`config.mk`:
```
export PLATFORM = sky130hd
export DESIGN_NAME = hcp_cfg
export DESIGN_NICKNAME = d
export VERILOG_FILES = /design/src/rtl/core/hcp_pkg.sv /design/src/rtl/core/hcp_cfg.sv
export SDC_FILE = /design/constraint.sdc
export NUM_CORES = 1
export LEC_CHECK = 0
export ABC_AREA = 1
export BUFFER_PORTS_ARGS = -buffer_cell sky130_fd_sc_hd__buf_4
export CAP_MARGIN = 30
export CORE_ASPECT_RATIO = 1.75
export CORE_MARGIN = 4
export CORE_UTILIZATION = 35
export CTS_CLUSTER_SIZE = 40
export DETAILED_ROUTE_END_ITERATION = 7
export HOLD_SLACK_MARGIN = 0.08
export SYNTH_ARGS = -nofsm -noshare
export SYNTH_HDL_FRONTEND = slang
export SYNTH_SLANG_ARGS = --single-unit
```
`constraint.sdc`:
```
create_clock -name clk_i -period 2.6 [get_ports clk_i]
set_input_delay 0.26 -clock clk_i [delete_from_list [all_inputs] [get_ports clk_i]]
set_output_delay 0.26 -clock clk_i [all_outputs]
set_load 0.01 [all_outputs]
```
`src/rtl/core/hcp_pkg.sv`:
```
// Shared types, register map and sigmoid tables of the hole cost unit.
`timescale 1ns / 1ps

package hcp_pkg;

  localparam int APB_AW      = 5;
  localparam int RATIO_STEPS = 256;
  localparam int K_W         = 9;

  localparam logic [2:0] REG_NEG_THR = 3'd0;
  localparam logic [2:0] REG_SIGMA   = 3'd1;
  localparam logic [2:0] REG_RISE    = 3'd2;
  localparam logic [2:0] REG_FALL    = 3'd3;
  localparam logic [2:0] REG_UNSEEN  = 3'd4;

  localparam logic [14:0] RST_NEG_THR = 15'd150;
  localparam logic [14:0] RST_SIGMA   = 15'd50;
  localparam logic [16:0] RST_RISE    = 17'd13107;
  localparam logic [16:0] RST_FALL    = 17'd6554;
  localparam logic [16:0] RST_UNSEEN  = 17'd3277;

  localparam logic [16:0] ONE_Q16     = 17'd65536;
  localparam logic [63:0] EXP_STEP    = 64'd4034748382;

  typedef struct packed {
    logic [14:0] neg_thr;
    logic [14:0] sigma;
    logic [16:0] rise;
    logic [16:0] fall;
    logic [16:0] unseen;
  } hcp_cfg_t;

  typedef struct packed {
    logic [15:0]        cell_id;
    logic signed [15:0] resid;
    logic [16:0]        pers;
  } hcp_item_t;

  typedef struct packed {
    logic [15:0]        cell_id;
    logic [16:0]        cost;
    logic signed [15:0] resid;
    logic [16:0]        pers;
  } hcp_res_t;

  typedef logic [RATIO_STEPS:0][16:0] sig_tab_t;

  // restoring division, used only while the tables are built
  function automatic logic [63:0] udiv64(input logic [63:0] num, input logic [63:0] den);
    logic [63:0] rem;
    logic [63:0] quo;
    rem = '0;
    quo = '0;
    for (int i = 63; i >= 0; i--) begin
      rem = {rem[62:0], num[i]};
      if (rem >= den) begin
        rem    = rem - den;
        quo[i] = 1'b1;
      end
    end
    return quo;
  endfunction

  function automatic sig_tab_t sig_table(input logic neg);
    logic [63:0] t;
    logic [63:0] den;
    sig_tab_t    tab;
    t = 64'd1 << 32;
    for (int k = 0; k <= RATIO_STEPS; k++) begin
      den = (64'd1 << 32) + t;
      if (neg) begin
        tab[k] = 17'(udiv64((64'd1 << 48) + (den >> 1), den));
      end else begin
        tab[k] = 17'(udiv64((t << 16) + (den >> 1), den));
      end
      t = (t * EXP_STEP + (64'd1 << 31)) >> 32;
    end
    return tab;
  endfunction

  localparam sig_tab_t SIG_POS = sig_table(1'b0);
  localparam sig_tab_t SIG_NEG = sig_table(1'b1);

endpackage

```
`src/rtl/core/hcp_cfg.sv`:
```
// APB register block for thresholds, sigmoid width and persistence steps.
`timescale 1ns / 1ps

module hcp_cfg (
  input  logic                        clk_i,
  input  logic                        rst_ni,
  input  logic                        psel_i,
  input  logic                        penable_i,
  input  logic                        pwrite_i,
  input  logic [hcp_pkg::APB_AW-1:0]  paddr_i,
  input  logic [31:0]                 pwdata_i,
  output logic [31:0]                 prdata_o,
  output hcp_pkg::hcp_cfg_t           cfg_o
);
  import hcp_pkg::*;

  hcp_cfg_t   cfg_q;
  logic [2:0] idx;
  logic       wr;

  assign idx = paddr_i[APB_AW-1:2];
  assign wr  = psel_i && penable_i && pwrite_i;

  always_ff @(posedge clk_i or negedge rst_ni) begin
    if (!rst_ni) begin
      cfg_q.neg_thr <= RST_NEG_THR;
      cfg_q.sigma   <= RST_SIGMA;
      cfg_q.rise    <= RST_RISE;
      cfg_q.fall    <= RST_FALL;
      cfg_q.unseen  <= RST_UNSEEN;
    end else if (wr) begin
      unique case (idx)
        REG_NEG_THR: cfg_q.neg_thr <= pwdata_i[14:0];
        REG_SIGMA:   cfg_q.sigma   <= pwdata_i[14:0];
        REG_RISE:    cfg_q.rise    <= pwdata_i[16:0];
        REG_FALL:    cfg_q.fall    <= pwdata_i[16:0];
        REG_UNSEEN:  cfg_q.unseen  <= pwdata_i[16:0];
        default: ;
      endcase
    end
  end

  always_comb begin
    unique case (idx)
      REG_NEG_THR: prdata_o = 32'(cfg_q.neg_thr);
      REG_SIGMA:   prdata_o = 32'(cfg_q.sigma);
      REG_RISE:    prdata_o = 32'(cfg_q.rise);
      REG_FALL:    prdata_o = 32'(cfg_q.fall);
      REG_UNSEEN:  prdata_o = 32'(cfg_q.unseen);
      default:     prdata_o = 32'd0;
    endcase
  end

  assign cfg_o = cfg_q;

endmodule

```
* Word-level counts from Yosys, hierarchy flattened *
Index checks and enable logic that the tools add are counted.

word-level totals
  bits in registers = 81
  input port bits = 42
  output and inout bits = 113
  logic and storage cells = 18

operators by class
  equality and inequality tests = 4
  multiplexer cells = 1
  reduce and logical (&&, ||, !) cells = 8

operators by type and width
  operator                                       count
  case mux 17 bit (5 select lines)               1
  AND reduction 2 bit                            5
  == test 3 x 2 -> 1 bit, second input constant  2
  == test 3 x 1 -> 1 bit, second input constant  1
  == test 3 bit, second input constant           1
  zero test 3 bit                                1
  logical AND 1 bit                              2

* Depth between registers and ports, before layout *
  depth after elaboration = 3
  gate-level depth with buffers = 8
  gate-level depth less buffers = 7

* Least setup slack after synthesis *
Ideal clock, no wire load.

  kind = input port to output port
  start point = input port paddr_i[4] (netlist name)
  end point = output port prdata_o[15]
  arrival = 1122 ps
  required time = 2340 ps
  setup slack = 1218 ps
  stages on the path = 6
  path buffers = 3
  path through = buf_6 > inv_8 > buf_6 > nand3_4 > buf_2 > o211ai_1

between the ends
  longest elaborated chain between the ends = 2
  elaborated cells on any way between the ends = 6
  classes of those cells = eq/ne: 4; mux: 1; reduce/logical: 1

ends and longest elaborated chain
  element                                RTL line       source
  start, declared                        hcp_cfg.sv:10  input logic [hcp_pkg::APB_AW-1:0] paddr_i,
  == test 3 bit (tied with other cells)  hcp_cfg.sv:44  unique case (idx)
  case mux 17 bit (5 select lines) (*)   hcp_cfg.sv:44
  end, declared                          hcp_cfg.sv:12  output logic [31:0] prdata_o,

Mark *: on every way between the ends. The rest lies on a longest branch, timed or not.

* Worst setup path in the final report *
  start point = input port paddr_i[4] (netlist name)
  end point = output port prdata_o[16]

Same word-level chain as after synthesis.

==> flow_summary.json <==
{
  "run_status": "finished clean",
  "rsz0062_at_grt": "no",
  "worst_hold_slack_ns": 0.134,
  "cts_htree_levels": 3,
  "setup.worst_path.class": "in -> out",
  "global_route.overflow_total": 0,
  "worst_case_headroom_to_the_max_slew_limit_pct": 56.1,
  "placement_stage_cell_area_um2": 5020,
  "hold_viol": 0,
  "fin_area_um2": 5340,
  "family_with_the_most_delay_on_the_worst_path": "buffers and inverters",
  "num_antenna_cells": 0,
  "cellPowerDensity_nw_per_um2": 778,
  "critical_path_peak_fanout": 49,
  "first_global_vias": 3738,
  "critPathRequiredTime_ns": 2.34,
  "row_count": 52,
  "clock_skew_ns": 0,
  "path_common_cell": "buf_4",
  "finalMaxSlewViolations": 0,
  "setup-violations-final": 0,
  "gr-usage-met3_pct": 4.87,
  "crit_path_top_delay_cell": "nand3_4",
  "gp_congestion": 0.852,
  "postRouteAntennaNets": 0,
  "worst-r2r-cell-count": 2,
  "crit-reg2reg-launch": "cfg_o[34]",
  "filler_free_cell_count_of_the_finished_design": 749,
  "grt_busiest_layer": "met2",
  "drv_cap": 0,
  "number_of_stages_on_the_worst_hold_path": 3,
  "io-pin-count": 155,
  "post_drt_wl_per_cell_um": 17.2,
  "syn_area_per_cell_um2": 8.21,
  "setup-tns-final_ns": 0,
  "max_freq_mhz": 579,
  "post_cts.resized_instances": 0,
  "min_to": "cfg_o[30]",
  "syn_area_um2": 4100,
  "cell_count_after_placement": 732,
  "timing.critical_path.cells": "buf_4 > inv_8 > nand3_4 > o211ai_1 > buf_4",
  "synth_top_cell_by_area": "dfrtp_1",
  "tritoncts": "built",
  "crit_path_end_kind": "primary output",
  "post_synth_inst_count": 499,
  "setup.worst_path.start_class": "input port",
  "crit_buf_inv": 3,
  "ys_warn_count": 0,
  "clk_pin_slew_worst_paths_ns": 0.06,
  "max_rail_drop_vdd_uv": 410,
  "max_slew.worst_pin.slew_ns": 0.657,
  "fin_crit_sh_pct": 66.4,
  "avgViaCountPerCell": 5.03,
  "critical-path-max-stage-delay_ns": 0.32,
  "flow.area_growth_from_synthesis_pct": 30.5,
  "die_area_um2": 13600,
  "period_needed_ns": 1.73,
  "cellLeakagePower_nw": 2.80,
  "nets": 651,
  "synth-seq-cells": 81,
  "route.final.wire_length_mm": 12.9,
  "cts.path.max_buffers": 2,
  "drt_first_pass_iters": 7,
  "dieHeight_um": 151,
  "grt_first_pass_wirelength_mm": 20.3,
  "worst-endpoint-arrival_ns": 1.47,
  "core_um2": 11500,
  "ys_types": 27,
  "ys_top_cells_by_area": "dfrtp_1, dfstp_2, nand2_1",
  "global_route.usage.total_pct": 19.4,
  "fin_ws_ns": 0.874,
  "met2_usage_pct": 34.3,
  "route.detailed.drc": 0,
  "place_worst_setup_slack_ns": 0.635,
  "grt_antenna_before_repair": 0,
  "via_count": 3764,
  "grt_start_max_net_pins": 58,
  "numClockSinks": 81,
  "cts_root_buf": "clkbuf_16",
  "share_of_synthesized_area_occupied_by_flip_flops_and_latches_pct": 50.4,
  "synthDominantCellAreaShare_pct": 31.8,
  "rrSetupSlack_ns": 1.78,
  "cts_bufs_inserted": 9,
  "drive_gt1_share_pct": 31.1,
  "crit-reg2reg-capture": "cfg_o[34]",
  "start_util_pct": 35.6,
  "worst_hold_startpoint": "pwdata_i[13]",
  "largest_register_ffs": 81,
  "groute.layer.met1.usage_pct": 22.1,
  "io_buffers": 122,
  "clk_latency_ns": 0.33,
  "dp_hpwl_mm": 9.00,
  "dieWidth_um": 89.8,
  "hp-class": "in -> reg",
  "dr.first_iter.drc_count": 233
}
tightest hold or removal path: stages:
cell and delay (ns):
buf_4 0.09, nand2_1 0.04, nand2_1 0.05
area by class of cell:
class / count / area (um^2)
sequential: 81 / 2060
multi-input combinational: 347 / 1610
inverter: 41 / 169
fill: 1130 / 6170
timing repair buffer: 129 / 1020
tap: 135 / 169
clock buffer: 10 / 229
clock inverter: 6 / 82.6
timing repair:
action / 4_1_cts / 5_1_grt
hold endpoints to repair: 17 / 0
hold buffers: 1 / 0
setup buffers: 0 / 0
cell usage in the layout (no fill, tap or decap):
cell / netlist / layout
nand3_2: 1 / 1
nor2_8: 2 / 2
nand4_1: 29 / 29
o211ai_1: 2 / 2
o21ai_0: 33 / 33
inv_2: 1 / 1
conb_1: 1 / 15
nor2_2: 2 / 2
buf_4: 15 / 125
nand2_4: 1 / 1
nand3_1: 25 / 25
clkbuf_1: 4 / 1
o21ai_1: 44 / 44
dlygate4sd3_1: 0 / 1
bufinv_16: 0 / 2
dfstp_2: 29 / 29
inv_4: 3 / 3
dfrtp_1: 52 / 52
clkinv_2: 0 / 3
buf_12: 0 / 2
nand2_2: 2 / 2
o21ai_2: 4 / 4
inv_1: 36 / 36
nand3_4: 2 / 2
nor2_1: 23 / 23
clkbuf_16: 0 / 9
inv_8: 1 / 1
clkinvlp_4: 0 / 1
nand2_1: 162 / 162
buf_16: 0 / 1
cells in the mapped netlist (all sizes together):
library cell / number
buf: 39
clkbuf: 5
conb: 1
dfrtp: 52
dfstp: 29
inv: 41
nand2: 165
nand3: 28
nand4: 29
nor2: 27
o211ai: 2
o21ai: 81
worst max path at each step:
stage                    start      endpoint  cells past startpoint
floorplan           paddr_i[4]  prdata_o[15]                      6
finish              paddr_i[4]  prdata_o[16]                      5
global route        paddr_i[4]   prdata_o[0]                      9
global placement    paddr_i[4]     cfg_o[54]                      8
detailed placement  paddr_i[4]     cfg_o[63]                      8
CTS                 paddr_i[4]  prdata_o[16]                      5
power breakdown:
| group | internal (W) | switching [W] | total, W |
|---|---|---|---|
| combinational | 0.000499 | 0.000547 | 0.00105 |
| clock | 0.000836 | 0.000506 | 0.00134 |
| sequential | 0.00156 | 0.000208 | 0.00177 |
| total | 0.00290 | 0.00126 | 0.00416 |
metrics by stage:
| step | total power [W] | utilization, % |
|---|---|---|
| floorplan | 0.00223 | - |
| global route | 0.00437 | 46.4 |
| detailed placement | 0.00285 | 43.6 |
| CTS | 0.00420 | 46.4 |
| finish | 0.00416 | 46.4 |
| global placement | 0.00282 | 43.4 |
kinds of logic after synthesis:
family,synth area share [%]
compound gates,10.6
buf+inv,11.5
flops,50.4
other cells,0.0916
simple gates,27.4
per-layer routing:
| layer | up-vias | share of wire [%] |
|---|---|---|
| met5 | - | 0 |
| met4 | 0 | 2.9 |
| met3 | 24 | 6.0 |
| met2 | 146 | 52 |
| met1 | 1776 | 39 |
| li1 | 1818 | - |
Power figures use the tool's default switching activity.
